===== src/hw/rtl/mbmc_pkg.sv =====
// Shared constants and types for the motion box merge and classify block.
package mbmc_pkg;

	// Default sizes for the top-level parameters.
	localparam int DEF_TABLE_DEPTH = 32;
	localparam int DEF_COORD_BITS  = 12;

	// Fixed field widths.
	localparam int AREA_BITS    = 25;
	localparam int MAXAREA_BITS = 24;
	localparam int WR_IDX_BITS  = 3;

	// Depth of the queue between the front and back parts.
	localparam int FQ_PTR_W = 2;
	localparam int FQ_DEPTH = 1 << FQ_PTR_W;

	// Register indexes on the configuration port.
	localparam logic [WR_IDX_BITS-1:0] REG_MIN_AREA = 3'd0;
	localparam logic [WR_IDX_BITS-1:0] REG_MAX_AREA = 3'd1;
	localparam logic [WR_IDX_BITS-1:0] REG_ROI_X    = 3'd2;
	localparam logic [WR_IDX_BITS-1:0] REG_ROI_Y    = 3'd3;
	localparam logic [WR_IDX_BITS-1:0] REG_ROI_W    = 3'd4;
	localparam logic [WR_IDX_BITS-1:0] REG_ROI_H    = 3'd5;

	// Reset values of the registers.
	localparam logic [AREA_BITS-1:0]    RST_MIN_AREA = 25'd1600;
	localparam logic [MAXAREA_BITS-1:0] RST_MAX_AREA = 24'd368640;

	// Region classes.
	localparam logic [1:0] CLASS_INSIDE  = 2'd0;
	localparam logic [1:0] CLASS_OVERLAY = 2'd1;
	localparam logic [1:0] CLASS_OUTSIDE = 2'd2;

	// Control bits that travel with each queued box.
	typedef struct packed {
		logic keep;
		logic fend;
	} ctl_t;

endpackage


===== src/hw/rtl/mbmc_ram.sv =====
// Generic single-write, single-read RAM with registered read data.
module mbmc_ram #(
	parameter int WIDTH = 8,
	parameter int DEPTH = 32
) (
	input  logic                     clk,
	input  logic                     we,
	input  logic [$clog2(DEPTH)-1:0] waddr,
	input  logic [WIDTH-1:0]         wdata,
	input  logic                     re,
	input  logic [$clog2(DEPTH)-1:0] raddr,
	output logic [WIDTH-1:0]         rdata
);

	logic [WIDTH-1:0] mem_q [DEPTH];
	logic [WIDTH-1:0] rdata_q;

	// Write port.
	always_ff @(posedge clk) begin
		if (we) begin
			mem_q[waddr] <= wdata;
		end
	end

	// Registered read port.
	always_ff @(posedge clk) begin
		if (re) begin
			rdata_q <= mem_q[raddr];
		end
	end

	assign rdata = rdata_q;

endmodule


===== src/hw/rtl/mbmc_front.sv =====
// Front part: accepts blob requests, marks each with the area filter result and queues them.
module mbmc_front #(
	parameter int COORD_BITS = mbmc_pkg::DEF_COORD_BITS
) (
	input  logic                           clk,
	input  logic                           arst_n,
	input  logic                           push,
	output logic                           full,
	input  logic [COORD_BITS-1:0]          box_x,
	input  logic [COORD_BITS-1:0]          box_y,
	input  logic [COORD_BITS-1:0]          box_w,
	input  logic [COORD_BITS-1:0]          box_h,
	input  logic [mbmc_pkg::AREA_BITS-1:0] blob_area_x2,
	input  logic                           frame_end,
	input  logic [mbmc_pkg::AREA_BITS-1:0] min_area_x2,
	output logic                           q_valid,
	input  logic                           q_pop,
	output logic [4*(COORD_BITS+1)-1:0]    q_box,
	output mbmc_pkg::ctl_t                 q_ctl
);

	localparam int CW    = COORD_BITS + 1;
	localparam int BOX_W = 4 * CW;

	logic [BOX_W-1:0]           box_mem_q [mbmc_pkg::FQ_DEPTH];
	mbmc_pkg::ctl_t             ctl_mem_q [mbmc_pkg::FQ_DEPTH];
	logic [mbmc_pkg::FQ_PTR_W-1:0] wr_ptr_q, rd_ptr_q;
	logic [mbmc_pkg::FQ_PTR_W:0]   fill_q;
	logic                       acc;
	logic [BOX_W-1:0]           new_box;
	mbmc_pkg::ctl_t             new_ctl;

	assign full    = (fill_q == (mbmc_pkg::FQ_PTR_W+1)'(mbmc_pkg::FQ_DEPTH));
	assign acc     = push && !full;
	assign q_valid = (fill_q != '0);
	assign q_box   = box_mem_q[rd_ptr_q];
	assign q_ctl   = ctl_mem_q[rd_ptr_q];

	// Convert to corner form and decide whether the blob is large enough.
	always_comb begin
		new_box = {({1'b0, box_y} + {1'b0, box_h}), ({1'b0, box_x} + {1'b0, box_w}),
			{1'b0, box_y}, {1'b0, box_x}};
		new_ctl.keep = (blob_area_x2 > min_area_x2);
		new_ctl.fend = frame_end;
	end

	// Queue storage.
	always_ff @(posedge clk) begin
		if (acc) begin
			box_mem_q[wr_ptr_q] <= new_box;
			ctl_mem_q[wr_ptr_q] <= new_ctl;
		end
	end

	// Queue pointers and fill level.
	always_ff @(posedge clk or negedge arst_n) begin
		if (!arst_n) begin
			wr_ptr_q <= '0;
			rd_ptr_q <= '0;
			fill_q   <= '0;
		end else begin
			if (acc) begin
				wr_ptr_q <= wr_ptr_q + 1'b1;
			end
			if (q_pop) begin
				rd_ptr_q <= rd_ptr_q + 1'b1;
			end
			if (acc && !q_pop) begin
				fill_q <= fill_q + 1'b1;
			end else if (!acc && q_pop) begin
				fill_q <= fill_q - 1'b1;
			end
		end
	end

endmodule


===== src/hw/rtl/mbmc_back.sv =====
// Back part: box table, merge passes, area filter, region class and result register.
module mbmc_back #(
	parameter int TABLE_DEPTH = mbmc_pkg::DEF_TABLE_DEPTH,
	parameter int COORD_BITS  = mbmc_pkg::DEF_COORD_BITS
) (
	input  logic                              clk,
	input  logic                              arst_n,
	input  logic                              q_valid,
	output logic                              q_pop,
	input  logic [4*(COORD_BITS+1)-1:0]       q_box,
	input  mbmc_pkg::ctl_t                    q_ctl,
	input  logic [mbmc_pkg::MAXAREA_BITS-1:0] area_lim,
	input  logic [COORD_BITS-1:0]             roi_x,
	input  logic [COORD_BITS-1:0]             roi_y,
	input  logic [COORD_BITS-1:0]             roi_w,
	input  logic [COORD_BITS-1:0]             roi_h,
	output logic                              empty,
	input  logic                              pop,
	output logic [1:0]                        region_class,
	output logic [COORD_BITS-1:0]             out_x,
	output logic [COORD_BITS-1:0]             out_y,
	output logic [COORD_BITS-1:0]             out_w,
	output logic [COORD_BITS-1:0]             out_h,
	output logic                              box_valid,
	output logic                              table_overflow,
	output logic                              last
);

	localparam int CW     = COORD_BITS + 1;
	localparam int BOX_W  = 4 * CW;
	localparam int IDX_W  = $clog2(TABLE_DEPTH);
	localparam int CNT_W  = $clog2(TABLE_DEPTH + 1);
	localparam int PROD_W = 2 * CW;
	localparam int CMP_W  = (PROD_W > mbmc_pkg::MAXAREA_BITS) ? PROD_W : mbmc_pkg::MAXAREA_BITS;

	localparam logic [3:0] S_LOAD  = 4'd0;
	localparam logic [3:0] S_ISEEK = 4'd1;
	localparam logic [3:0] S_ILOAD = 4'd2;
	localparam logic [3:0] S_JSEEK = 4'd3;
	localparam logic [3:0] S_JTEST = 4'd4;
	localparam logic [3:0] S_OSEEK = 4'd5;
	localparam logic [3:0] S_OAREA = 4'd6;
	localparam logic [3:0] S_OEVAL = 4'd7;
	localparam logic [3:0] S_DONE  = 4'd8;

	logic [3:0]             state_q;
	logic [CNT_W-1:0]       cnt_q, i_q, j_q;
	logic                   ovf_q, skip_q, found_q;
	logic [TABLE_DEPTH-1:0] alive_q;
	logic [BOX_W-1:0]       cur_q, box_s1, pend_q;
	logic [PROD_W-1:0]      prod_s1;
	logic [1:0]             pend_cls_q;
	logic                   pend_v_q;

	logic                   out_v_q, out_bv_q, out_ovf_q, out_last_q;
	logic [1:0]             out_cls_q;
	logic [COORD_BITS-1:0]  out_x_q, out_y_q, out_w_q, out_h_q;

	// RAM port signals.
	logic             ram_we, ram_re;
	logic [IDX_W-1:0] ram_waddr, ram_raddr;
	logic [BOX_W-1:0] ram_wdata, ram_rdata;

	mbmc_ram #(
		.WIDTH(BOX_W),
		.DEPTH(TABLE_DEPTH)
	) u_table (
		.clk  (clk),
		.we   (ram_we),
		.waddr(ram_waddr),
		.wdata(ram_wdata),
		.re   (ram_re),
		.raddr(ram_raddr),
		.rdata(ram_rdata)
	);

	// Overlap test between the running union and the candidate box.
	logic [CW-1:0] cl, ct, cr, cb, rl, rt, rr, rb;
	logic          overlap;
	logic [BOX_W-1:0] union_box;
	always_comb begin
		cl = cur_q[CW-1:0];
		ct = cur_q[2*CW-1:CW];
		cr = cur_q[3*CW-1:2*CW];
		cb = cur_q[4*CW-1:3*CW];
		rl = ram_rdata[CW-1:0];
		rt = ram_rdata[2*CW-1:CW];
		rr = ram_rdata[3*CW-1:2*CW];
		rb = ram_rdata[4*CW-1:3*CW];
		overlap = ((cr < rr ? cr : rr) > (cl > rl ? cl : rl)) &&
			((cb < rb ? cb : rb) > (ct > rt ? ct : rt));
		union_box = {(cb > rb ? cb : rb), (cr > rr ? cr : rr),
			(ct < rt ? ct : rt), (cl < rl ? cl : rl)};
	end

	// Width and height of the box just read, for the area product.
	logic [CW-1:0] aw, ah;
	always_comb begin
		aw = (rr > rl) ? (rr - rl) : '0;
		ah = (rb > rt) ? (rb - rt) : '0;
	end

	// Region class of the registered box against the region of interest.
	logic [CW-1:0] bl, bt, br, bb, gl, gt, gr, gb, il, it, ir, ib;
	logic [1:0]    eval_cls;
	logic          reportable;
	always_comb begin
		bl = box_s1[CW-1:0];
		bt = box_s1[2*CW-1:CW];
		br = box_s1[3*CW-1:2*CW];
		bb = box_s1[4*CW-1:3*CW];
		gl = {1'b0, roi_x};
		gt = {1'b0, roi_y};
		gr = {1'b0, roi_x} + {1'b0, roi_w};
		gb = {1'b0, roi_y} + {1'b0, roi_h};
		il = (bl > gl) ? bl : gl;
		it = (bt > gt) ? bt : gt;
		ir = (br < gr) ? br : gr;
		ib = (bb < gb) ? bb : gb;
		if (!(ir > il) || !(ib > it)) begin
			eval_cls = mbmc_pkg::CLASS_OUTSIDE;
		end else if (il == bl && ir == br && it == bt && ib == bb) begin
			eval_cls = mbmc_pkg::CLASS_INSIDE;
		end else begin
			eval_cls = mbmc_pkg::CLASS_OVERLAY;
		end
		reportable = (CMP_W'(prod_s1) <= CMP_W'(area_lim));
	end

	// Result register handshake and what goes into it.
	logic             out_free, emit, emit_bv, emit_last;
	logic [BOX_W-1:0] emit_box;
	logic [1:0]       emit_cls;
	assign out_free = !out_v_q || pop;

	always_comb begin
		emit      = 1'b0;
		emit_bv   = pend_v_q;
		emit_last = 1'b0;
		emit_box  = pend_q;
		emit_cls  = pend_cls_q;
		if (state_q == S_OEVAL && reportable && pend_v_q && out_free) begin
			emit = 1'b1;
		end
		if (state_q == S_DONE && out_free) begin
			emit      = 1'b1;
			emit_last = 1'b1;
			if (!pend_v_q) begin
				emit_box = '0;
				emit_cls = mbmc_pkg::CLASS_INSIDE;
			end
		end
	end

	// Table access for each state.
	always_comb begin
		q_pop     = 1'b0;
		ram_we    = 1'b0;
		ram_waddr = cnt_q[IDX_W-1:0];
		ram_wdata = q_box;
		ram_re    = 1'b0;
		ram_raddr = i_q[IDX_W-1:0];
		case (state_q)
			S_LOAD: begin
				q_pop  = q_valid;
				ram_we = q_valid && q_ctl.keep && (cnt_q < CNT_W'(TABLE_DEPTH));
			end
			S_ISEEK, S_OSEEK: begin
				ram_re = (i_q < cnt_q) && alive_q[i_q[IDX_W-1:0]];
			end
			S_JSEEK: begin
				ram_raddr = j_q[IDX_W-1:0];
				if (j_q >= cnt_q) begin
					ram_we    = 1'b1;
					ram_waddr = i_q[IDX_W-1:0];
					ram_wdata = cur_q;
				end else begin
					ram_re = alive_q[j_q[IDX_W-1:0]] && !skip_q;
				end
			end
			default: begin
			end
		endcase
	end

	// Sequencer for loading, merge passes and result selection.
	always_ff @(posedge clk or negedge arst_n) begin
		if (!arst_n) begin
			state_q  <= S_LOAD;
			cnt_q    <= '0;
			ovf_q    <= 1'b0;
			alive_q  <= '0;
			i_q      <= '0;
			j_q      <= '0;
			skip_q   <= 1'b0;
			found_q  <= 1'b0;
			pend_v_q <= 1'b0;
		end else begin
			case (state_q)
				S_LOAD: begin
					if (q_valid) begin
						if (q_ctl.keep) begin
							if (cnt_q < CNT_W'(TABLE_DEPTH)) begin
								alive_q[cnt_q[IDX_W-1:0]] <= 1'b1;
								cnt_q <= cnt_q + 1'b1;
							end else begin
								ovf_q <= 1'b1;
							end
						end
						if (q_ctl.fend) begin
							i_q     <= '0;
							found_q <= 1'b0;
							state_q <= S_ISEEK;
						end
					end
				end
				S_ISEEK: begin
					if (i_q >= cnt_q) begin
						i_q     <= '0;
						found_q <= 1'b0;
						if (!found_q) begin
							pend_v_q <= 1'b0;
							state_q  <= S_OSEEK;
						end
					end else if (!alive_q[i_q[IDX_W-1:0]]) begin
						i_q <= i_q + 1'b1;
					end else begin
						state_q <= S_ILOAD;
					end
				end
				S_ILOAD: begin
					j_q     <= i_q + 1'b1;
					skip_q  <= 1'b0;
					state_q <= S_JSEEK;
				end
				S_JSEEK: begin
					if (j_q >= cnt_q) begin
						i_q     <= i_q + 1'b1;
						state_q <= S_ISEEK;
					end else if (!alive_q[j_q[IDX_W-1:0]]) begin
						j_q <= j_q + 1'b1;
					end else if (skip_q) begin
						// The entry after a removal is passed over.
						skip_q <= 1'b0;
						j_q    <= j_q + 1'b1;
					end else begin
						state_q <= S_JTEST;
					end
				end
				S_JTEST: begin
					if (overlap) begin
						alive_q[j_q[IDX_W-1:0]] <= 1'b0;
						found_q <= 1'b1;
						skip_q  <= 1'b1;
					end
					j_q     <= j_q + 1'b1;
					state_q <= S_JSEEK;
				end
				S_OSEEK: begin
					if (i_q >= cnt_q) begin
						state_q <= S_DONE;
					end else if (!alive_q[i_q[IDX_W-1:0]]) begin
						i_q <= i_q + 1'b1;
					end else begin
						state_q <= S_OAREA;
					end
				end
				S_OAREA: begin
					state_q <= S_OEVAL;
				end
				S_OEVAL: begin
					if (!reportable) begin
						i_q     <= i_q + 1'b1;
						state_q <= S_OSEEK;
					end else if (!pend_v_q || out_free) begin
						pend_v_q <= 1'b1;
						i_q      <= i_q + 1'b1;
						state_q  <= S_OSEEK;
					end
				end
				S_DONE: begin
					if (out_free) begin
						cnt_q    <= '0;
						ovf_q    <= 1'b0;
						alive_q  <= '0;
						pend_v_q <= 1'b0;
						state_q  <= S_LOAD;
					end
				end
				default: begin
					state_q <= S_LOAD;
				end
			endcase
		end
	end

	// Running union, area product and pending result.
	always_ff @(posedge clk) begin
		if (state_q == S_ILOAD) begin
			cur_q <= ram_rdata;
		end else if (state_q == S_JTEST && overlap) begin
			cur_q <= union_box;
		end
		if (state_q == S_OAREA) begin
			box_s1  <= ram_rdata;
			prod_s1 <= aw * ah;
		end
		if (state_q == S_OEVAL && reportable && (!pend_v_q || out_free)) begin
			pend_q     <= box_s1;
			pend_cls_q <= eval_cls;
		end
	end

	// Result register valid flag.
	always_ff @(posedge clk or negedge arst_n) begin
		if (!arst_n) begin
			out_v_q <= 1'b0;
		end else if (emit) begin
			out_v_q <= 1'b1;
		end else if (pop) begin
			out_v_q <= 1'b0;
		end
	end

	// Result register payload; widths saturate at the coordinate range.
	logic [CW-1:0] ew, eh;
	always_comb begin
		ew = emit_box[3*CW-1:2*CW] - emit_box[CW-1:0];
		eh = emit_box[4*CW-1:3*CW] - emit_box[2*CW-1:CW];
	end

	always_ff @(posedge clk) begin
		if (emit) begin
			out_cls_q  <= emit_cls;
			out_x_q    <= emit_box[COORD_BITS-1:0];
			out_y_q    <= emit_box[CW+COORD_BITS-1:CW];
			out_w_q    <= ew[CW-1] ? '1 : ew[COORD_BITS-1:0];
			out_h_q    <= eh[CW-1] ? '1 : eh[COORD_BITS-1:0];
			out_bv_q   <= emit_bv;
			out_ovf_q  <= ovf_q;
			out_last_q <= emit_last;
		end
	end

	assign empty          = !out_v_q;
	assign region_class   = out_cls_q;
	assign out_x          = out_x_q;
	assign out_y          = out_y_q;
	assign out_w          = out_w_q;
	assign out_h          = out_h_q;
	assign box_valid      = out_bv_q;
	assign table_overflow = out_ovf_q;
	assign last           = out_last_q;

endmodule


===== src/hw/rtl/motion_box_merge_classify.sv =====
// Top level of the motion box merge and classify block.
//
// Blob requests enter through push/full, one per cycle while the queue is not
// full, and are marked by the area filter in a four-entry queue. The back part
// loads each kept box into a table. After the request marked frame_end,
// overlapping boxes are merged pass by pass until a pass merges nothing; each
// pass reads the table through its single read port. Results are then selected
// and come out through empty/pop in table order, the final one marked last.
// A frame that reports nothing gives one result with box_valid low.
// The user must write registers through wr_en/wr_index/wr_data only while the
// block is idle; the block itself does not enforce this. Reset clears the queue,
// table count, overflow flag and result valid flag. When the receiver holds off
// pop, result selection waits for the result slot and the front queue keeps
// taking requests until it is full.
module motion_box_merge_classify #(
	parameter int TABLE_DEPTH = mbmc_pkg::DEF_TABLE_DEPTH,
	parameter int COORD_BITS  = mbmc_pkg::DEF_COORD_BITS
) (
	input  logic                             clk,
	input  logic                             arst_n,
	input  logic                             wr_en,
	input  logic [mbmc_pkg::WR_IDX_BITS-1:0] wr_index,
	input  logic [mbmc_pkg::AREA_BITS-1:0]   wr_data,
	input  logic                             push,
	output logic                             full,
	input  logic [COORD_BITS-1:0]            box_x,
	input  logic [COORD_BITS-1:0]            box_y,
	input  logic [COORD_BITS-1:0]            box_w,
	input  logic [COORD_BITS-1:0]            box_h,
	input  logic [mbmc_pkg::AREA_BITS-1:0]   blob_area_x2,
	input  logic                             frame_end,
	output logic                             empty,
	input  logic                             pop,
	output logic [1:0]                       region_class,
	output logic [COORD_BITS-1:0]            out_x,
	output logic [COORD_BITS-1:0]            out_y,
	output logic [COORD_BITS-1:0]            out_w,
	output logic [COORD_BITS-1:0]            out_h,
	output logic                             box_valid,
	output logic                             table_overflow,
	output logic                             last
);

	logic [mbmc_pkg::AREA_BITS-1:0]    min_area_q;
	logic [mbmc_pkg::MAXAREA_BITS-1:0] area_lim_q;
	logic [COORD_BITS-1:0]             roi_x_q, roi_y_q, roi_w_q, roi_h_q;

	logic                        q_valid, q_pop;
	logic [4*(COORD_BITS+1)-1:0] q_box;
	mbmc_pkg::ctl_t              q_ctl;

	// Configuration registers.
	always_ff @(posedge clk or negedge arst_n) begin
		if (!arst_n) begin
			min_area_q <= mbmc_pkg::RST_MIN_AREA;
			area_lim_q <= mbmc_pkg::RST_MAX_AREA;
			roi_x_q    <= '0;
			roi_y_q    <= '0;
			roi_w_q    <= '0;
			roi_h_q    <= '0;
		end else if (wr_en) begin
			case (wr_index)
				mbmc_pkg::REG_MIN_AREA: min_area_q <= wr_data;
				mbmc_pkg::REG_MAX_AREA: area_lim_q <= wr_data[mbmc_pkg::MAXAREA_BITS-1:0];
				mbmc_pkg::REG_ROI_X:    roi_x_q    <= wr_data[COORD_BITS-1:0];
				mbmc_pkg::REG_ROI_Y:    roi_y_q    <= wr_data[COORD_BITS-1:0];
				mbmc_pkg::REG_ROI_W:    roi_w_q    <= wr_data[COORD_BITS-1:0];
				mbmc_pkg::REG_ROI_H:    roi_h_q    <= wr_data[COORD_BITS-1:0];
				default: begin
				end
			endcase
		end
	end

	mbmc_front #(
		.COORD_BITS(COORD_BITS)
	) u_front (
		.clk         (clk),
		.arst_n      (arst_n),
		.push        (push),
		.full        (full),
		.box_x       (box_x),
		.box_y       (box_y),
		.box_w       (box_w),
		.box_h       (box_h),
		.blob_area_x2(blob_area_x2),
		.frame_end   (frame_end),
		.min_area_x2 (min_area_q),
		.q_valid     (q_valid),
		.q_pop       (q_pop),
		.q_box       (q_box),
		.q_ctl       (q_ctl)
	);

	mbmc_back #(
		.TABLE_DEPTH(TABLE_DEPTH),
		.COORD_BITS (COORD_BITS)
	) u_back (
		.clk           (clk),
		.arst_n        (arst_n),
		.q_valid       (q_valid),
		.q_pop         (q_pop),
		.q_box         (q_box),
		.q_ctl         (q_ctl),
		.area_lim      (area_lim_q),
		.roi_x         (roi_x_q),
		.roi_y         (roi_y_q),
		.roi_w         (roi_w_q),
		.roi_h         (roi_h_q),
		.empty         (empty),
		.pop           (pop),
		.region_class  (region_class),
		.out_x         (out_x),
		.out_y         (out_y),
		.out_w         (out_w),
		.out_h         (out_h),
		.box_valid     (box_valid),
		.table_overflow(table_overflow),
		.last          (last)
	);

`ifndef SYNTHESIS
	// The back part never takes from an empty queue.
	a_pop_nonempty: assert property (@(posedge clk) disable iff (!arst_n)
		q_pop |-> q_valid) else $error("queue popped while empty");

	// A result without a box is always the last of its frame.
	a_empty_frame_last: assert property (@(posedge clk) disable iff (!arst_n)
		(!empty && !box_valid) |-> last) else $error("empty result not last");

	// A result without a box carries a zero box.
	a_empty_frame_zero: assert property (@(posedge clk) disable iff (!arst_n)
		(!empty && !box_valid) |-> (out_w == '0 && out_h == '0 && out_x == '0))
		else $error("empty result carries a box");
`endif

endmodule

===== config.mk =====
export PLATFORM = sky130hd
export DESIGN_NAME = motion_box_merge_classify
export DESIGN_NICKNAME = d
export VERILOG_FILES = /design/src/hw/rtl/mbmc_pkg.sv /design/src/hw/rtl/mbmc_ram.sv /design/src/hw/rtl/mbmc_front.sv /design/src/hw/rtl/mbmc_back.sv /design/src/hw/rtl/motion_box_merge_classify.sv
export SDC_FILE = /design/constraint.sdc
export NUM_CORES = 2
export LEC_CHECK = 0
export ABC_AREA = 1
export BUFFER_PORTS_ARGS = -buffer_cell sky130_fd_sc_hd__buf_2
export CAP_MARGIN = 20
export CORE_MARGIN = 8
export CORE_UTILIZATION = 45
export DETAILED_ROUTE_END_ITERATION = 16
export SYNTH_ARGS = -nofsm -noshare
export SYNTH_HDL_FRONTEND = slang
export SYNTH_SLANG_ARGS = --single-unit

===== constraint.sdc =====
create_clock -name clk -period 8.74 [get_ports clk]
set_input_delay 0 -clock clk [delete_from_list [all_inputs] [get_ports clk]]
set_output_delay 0 -clock clk [all_outputs]
set_load 0.05 [all_outputs]

Word-level counts from Yosys, hierarchy flattened --
Memory sizes are Yosys's and may differ from the RTL's. A register that Yosys moved wholly into a read port is not among the register bits. Cells that the tools add are included.
Word-level totals: bits in registers 400, RAM bits 1872, input port bits 107, word-level logic and storage cells 299, memories kept 3
Operators by class: $add $sub $neg 15, multipliers 1, $lt $le $gt $ge 29, eq/ne operators 44, mux-type cells 106, bitwise operators 3, reduce and logical (&&, ||, !) cells 63
Memory list:
- u_back.u_table.mem_q | depth 32, width 52, rd ports 1, clocked after Yosys merged registers in 1, write ports 1, line mbmc_ram.sv:15 | logic [WIDTH-1:0] mem_q [DEPTH];
- u_front.box_mem_q | depth 4, width 50, rd ports 1, clocked after Yosys merged registers in 0, write ports 1, line mbmc_front.sv:25 | logic [BOX_W-1:0] box_mem_q [mbmc_pkg::FQ_DEPTH];
- u_front.ctl_mem_q | depth 4, width 2, rd ports 1, clocked after Yosys merged registers in 0, write ports 1, line mbmc_front.sv:26 | mbmc_pkg::ctl_t ctl_mem_q [mbmc_pkg::FQ_DEPTH];
Operators with widths (number):
- $mux W52 | 6
- $mux W13 | 14
- $mux W32 | 5
- $gt A13 B13 Y1 | 10
- $pmux W32 S3 | 1
- $mux W6 | 15
- $lt A13 B13 Y1 | 6
- $add A12 B12 Y13 | 4
- $eq A13 B13 Y1 | 4
- $mux W4 | 13
- $sub A13 B13 Y13 | 4
- $and A32 B32 Y32 | 1
- $not A32 Y32 | 1
- $or A32 B32 Y32 | 1
- $pmux W4 S8 | 1
- $mux W1 | 31
- $pmux W6 S5 | 1
- $gt A13 B12 Y1 | 2
- $le A26 B24 Y1 | 1
- $mul A13 B13 Y26 | 1
- $gt A25 B25 Y1 | 1
- $ne A2 B1 Y1 const B | 10
- $reduce_and A2 Y1 | 10
- $logic_and A1 B1 Y1 | 19
- other kinds (42) | 99

Logic depth before layout (Yosys ltp) --
word-level depth 9, gate-level depth with buffers 37, mapped depth without buffers 35

Hierarchy --
From an unflattened synthesis, not the netlist that was laid out.
Unflattened totals: cell total of the unflattened synthesis 10599, area total of the unflattened synthesis 111012.7 um^2
By module, submodules not included:
- mbmc_ram | times used 1, cells an instance 5714, area an instance 68730.9 um^2, seq. area each 51529.4 um^2
- mbmc_back | times used 1, cells an instance 3594, area an instance 28489.8 um^2, seq. area each 8593.2 um^2
- mbmc_front | times used 1, cells an instance 856, area an instance 9945.8 um^2, seq. area each 6421.2 um^2
- motion_box_merge_classify | times used 1, cells an instance 435, area an instance 3846.2 um^2, seq. area each 2436.1 um^2

Worst setup path before layout --
Ideal clock, no wire load.
path type reg-to-reg, from register u_back.u_table.rdata_q[41] (netlist: u_back.u_table.rdata[41]) (read register of u_back.u_table.mem_q), to register u_back.prod_s1[20], data pin, library setup time 0.265 ns, data arrival time 6.378 ns, path slack 2.097 ns, stages on the path, launching flop included 35, buffers on the path 2, cell sequence edfxtp_1 > ha_1 > a21oi_1 > o21ai_2 > nand2_1 > nand2_1 > a21boi_1 > o21ai_1 > nand2_1 > nand2_1 > a21oi_1 > nor2b_1 > buf_4 > nand2_1 > buf_2 > nor2_1 > fa_1 > inv_1 > fa_1 > inv_1 > fa_1 > fa_1 > inv_1 > fa_1 > inv_1 > ha_1 > a21oi_1 > o21ai_0 > nand2_1 > o211ai_1 > a21oi_1 > o21ai_0 > a21boi_0 > o21ai_0 > xor2_1
Between the ends: longest elaborated chain between the ends 3
RTL lines:
- start: declaration | line mbmc_ram.sv:16 | logic [WIDTH-1:0] rdata_q;
- $sub A13 B13 Y13 / $gt A13 B13 Y1 (equally long branches) | line mbmc_back.sv:100 | ah = (rb > rt) ? (rb - rt) : '0;
- $mux W13 (*) | line mbmc_back.sv:100
- $mul A13 B13 Y26 (*) | line mbmc_back.sv:306 | prod_s1 <= aw * ah;
- end signal: assignment | line mbmc_back.sv:306
- end: declaration | line mbmc_back.sv:51 | logic [PROD_W-1:0] prod_s1;
Mark *: on every way between the ends. The rest lies on a longest branch, timed or not. A chain may end at the register's enable or synchronous reset.

Worst setup path in the final report --
Same ends and word-level chain as after synthesis.

==> flow_summary.yaml <==
run_status:
  status: "completed"
synthesis:
  synth_flop_cell: "sky130_fd_sc_hd__edfxtp_1"
  yosys_warnings: 0
  yosys.area.top_type_share_pct: 60.3
  synth_enable_flop_cells: 2161
  postSynthRegisterBits: 2324
  synth_async_sr_flop_share_pct: 7.01
  postSynthAreaPerCell_um2: 11.4
  synth_top_cells_by_area: "sky130_fd_sc_hd__edfxtp_1 60%, sky130_fd_sc_hd__o21ai_0 5.7%, sky130_fd_sc_hd__nor2_1 4.7%"
  yosysMostFrequentCell: "sky130_fd_sc_hd__edfxtp_1"
  synth_nets: 10000
  synth_sequential_area_ratio_pct: 64.1
  synthCells: 9410
  synth.largest_area_cell: "sky130_fd_sc_hd__edfxtp_1"
  synth_cell_type_count: 66
  synth_commonest_cells: "2,161 x sky130_fd_sc_hd__edfxtp_1, 1,349 x sky130_fd_sc_hd__nor2_1, 1,222 x sky130_fd_sc_hd__o21ai_0"
  mappedNetlistArea_um2: 108000
floorplanning:
  boundaryPins: 162
  die_area_um2: 255000
  die_h_um: 505
  floorplan.rows: 179
  starting_utilization_of_the_core_area_pct: 45.2
  chipWidth_um: 505
  floorplan.core_area_um2: 238000
power:
  switching_power_mw: 22.7
  netSwitchingFraction_pct: 44.1
  static-leakage-power_nw: 44.7
  internal-power_mw: 28.7
  combinationalPowerShare_pct: 47.9
  clock_network_power_share_pct: 19.5
  power.density_nw_per_um2: 422
  ir_drop_mv: 0.342
  power_frac_seq_pct: 32.6
job:
  max-cap-violations: 0
worst_setup_path:
  crit_slowest_cell: "sky130_fd_sc_hd__nand2_1"
  timing.critical_path.to_type: "flop"
  reg2regPathDepth: 32
  setup.worst_path.start_class: "flop"
  setup.worst_path.class: "reg -> reg"
  minimum_setup_slack_among_reg_to_reg_paths_ps: 810
  timing.critical_path.arrival_ps: 8470
  critical_path_required_ps: 9290
  cpPeakStageDelay_ps: 590
  crit_top_cell: "sky130_fd_sc_hd__nand2_1"
  path_max_fanout: 12
clocking:
  cts_max_path_buffers: 3
  post-cts-setup-buffer-count: 0
  clk_transition_reported_paths_ps: 60
  cts_buffers: 232
  clkLatencyLatePin_ps: 910
  h-tree-depth: 4
  cts_num_sinks: 2324
  tritoncts: "yes"
  clock-root-buffer: "sky130_fd_sc_hd__clkbuf_16"
global_routing:
  grt_first_pass_wirelength_um: 481000
  antenna_found_initial: 23
  gr-total-overflow: 0
  grt_util_all_layers_pct: 24.8
  maximum_number_of_pins_on_one_net_before_global_route_repair: 205
  first_global_vias: 73300
timing:
  final-hold-violation-count: 0
  finClkSkew_ps: 106
  worst-slew-pin-transition_ps: 1300
  relative_max_transition_margin_pct: 13.0
  setup_repair_after_global_routing_missed_its_margin: "false"
  final_max_slew_viol_count: 0
  final.min_clock_period_ps: 7930
  period_share_pct: 90.7
  totalNegativeSetupSlack_ps: 0
  finalSetupViolCount: 0
  max_freq_mhz: 126
route:
  dr.first_iter.drc_count: 8633
  drtAntennaViolNets: 0
  finalWirelength_um: 329000
  drcViolationCount: 0
  num_vias: 76000
  first_pass_iteration_count_of_the_detailed_router: 6
  routedWlPerCell_um: 25.3
  detail_route.vias_per_cell: 5.85
final_layout:
  post_layout_utilization_of_the_core_pct: 51.3
  areaGrowthSynthToFinish_pct: 13.4
  fin_nets: 10300
  fill_cells: 20600
  area.sequential_um2: 69000
  drive_gt1_share_pct: 8.08
  multi_input_comb_area_um2: 34100
placed_design:
  hpwlAfterDp_um: 197000
  gp_routability_congestion: 0.900
  placement.io_buffers: 161
hold_path:
  min_path_cells: 2
  holdCritPathClass: "in -> reg"
==> through the flow <==
stage	setup WS, ps	cell area [µm²]	hold WS (ps)	std cells	total power, mW
finish	811	122000	80.0	13000	51.4
global route	238	122000	3.04	13000	54.5
CTS	377	121000	3.50	13000	50.9
detailed placement	456	112000	-8.45	12400	40.8
global placement	435	112000	-11.8	12400	40.3
floorplan	2100	108000	-296	9410	31.9
==> path summary, 6_finish.rpt <==
check / start / to
max reg2reg: u_back.u_table.rdata[41]$_DFFE_PP_ / u_back.prod_s1[20]$_DFFE_PN_
max: u_back.u_table.rdata[41]$_DFFE_PP_ / u_back.prod_s1[20]$_DFFE_PN_
max in group asynchronous: arst_n / min_area_q[19]$_DFFE_PN0P_
min: box_y[11] / u_front.box_mem_q[2][23]$_DFFE_PP_
min in group asynchronous: arst_n / u_back.alive_q[20]$_DFFE_PN0P_
min reg2reg: u_back.ovf_q$_DFFE_PN0P_ / u_back.table_overflow$_DFFE_PP_
==> registers in the layout, indices dropped and copies added, names as in the netlist, 24 cells and up <==
| register | count |
|---|---|
| area_lim_q | 24 |
| u_back.cur_q | 52 |
| min_area_q | 25 |
| u_back.alive_q | 32 |
| u_front.box_mem_q | 200 |
| u_back.prod_s1 | 26 |
| u_back.u_table.mem_q | 1664 |
| u_back.u_table.rdata | 52 |
| u_back.pend_q | 52 |
| u_back.box_s1 | 52 |
==> cell type report <==
class	count	area share, %
Multi-Input combinational cell	5856	27.9
Timing Repair Buffer	476	3.62
Tap cell	3167	3.25
Inverter	742	2.32
Clock inverter	137	1.19
Antenna cell	3	0.00615
Clock buffer	297	5.12
Sequential cell	2324	56.5
==> layout by cell type, fill, tap and decap left out, types with 105 or more instances in the layout <==
master	instances
sky130_fd_sc_hd__nor2_1	1310
sky130_fd_sc_hd__nand3_1	333
sky130_fd_sc_hd__o22ai_1	176
sky130_fd_sc_hd__o221ai_1	300
sky130_fd_sc_hd__fa_1	130
sky130_fd_sc_hd__edfxtp_1	2161
sky130_fd_sc_hd__dlygate4sd3_1	138
sky130_fd_sc_hd__clkbuf_16	234
sky130_fd_sc_hd__inv_1	727
sky130_fd_sc_hd__o21ai_1	215
sky130_fd_sc_hd__a21oi_1	253
sky130_fd_sc_hd__buf_4	105
sky130_fd_sc_hd__buf_2	160
sky130_fd_sc_hd__nand2_1	1062
sky130_fd_sc_hd__ha_1	396
sky130_fd_sc_hd__dfrtp_1	155
sky130_fd_sc_hd__o21ai_0	1192
==> cell families after synthesis <==
kind of cell / share of synthesized area (%)
and+or+nand+nor: 10.8
AOI/OAI and AO/OA: 12.6
DFF: 64.1
buffers and inverters: 4.67
adders and majority gates: 7.02
xor gates and xnor gates: 0.773
muxes: 0.0105
==> layer usage <==
metal	GRT usage (%)	vias to the layer above	part of all wire [%]
met3	3.93	524	8.2
met2	39.7	3333	46
li1	-	34200	-
met1	34.7	37900	42
met4	8.12	10	3.4
met5	0	-	0.017
==> power groups by stage <==
stage                     Sequential, mW  Clock (mW)  Combinational, mW
after floorplan                     16.9           0               15.0
after global placement              17.0           0               23.3
after detailed placement            17.0           0               23.7
after CTS                           16.8        10.2               23.9
after global routing                16.9        10.6               27.0
final                               16.8        10.0               24.6
==> worst max-delay path, delay by kind of cell (launching register included) <==
family | cells | cell delay [ps]
fa+ha+maj | 7 | 3080
simple gates | 11 | 2200
compound gates | 8 | 1420
flops | 1 | 470
buf+inv | 5 | 330
xor+xnor | 1 | 90
==> timing repair <==
action / CTS / global route
resized for setup: 0 / 1
hold buffers: 139 / 0
endpoints found under the setup margin: 0 / 4
endpoints found under the hold margin: 398 / 0
No activity file was read; power rests on OpenSTA's default activity.
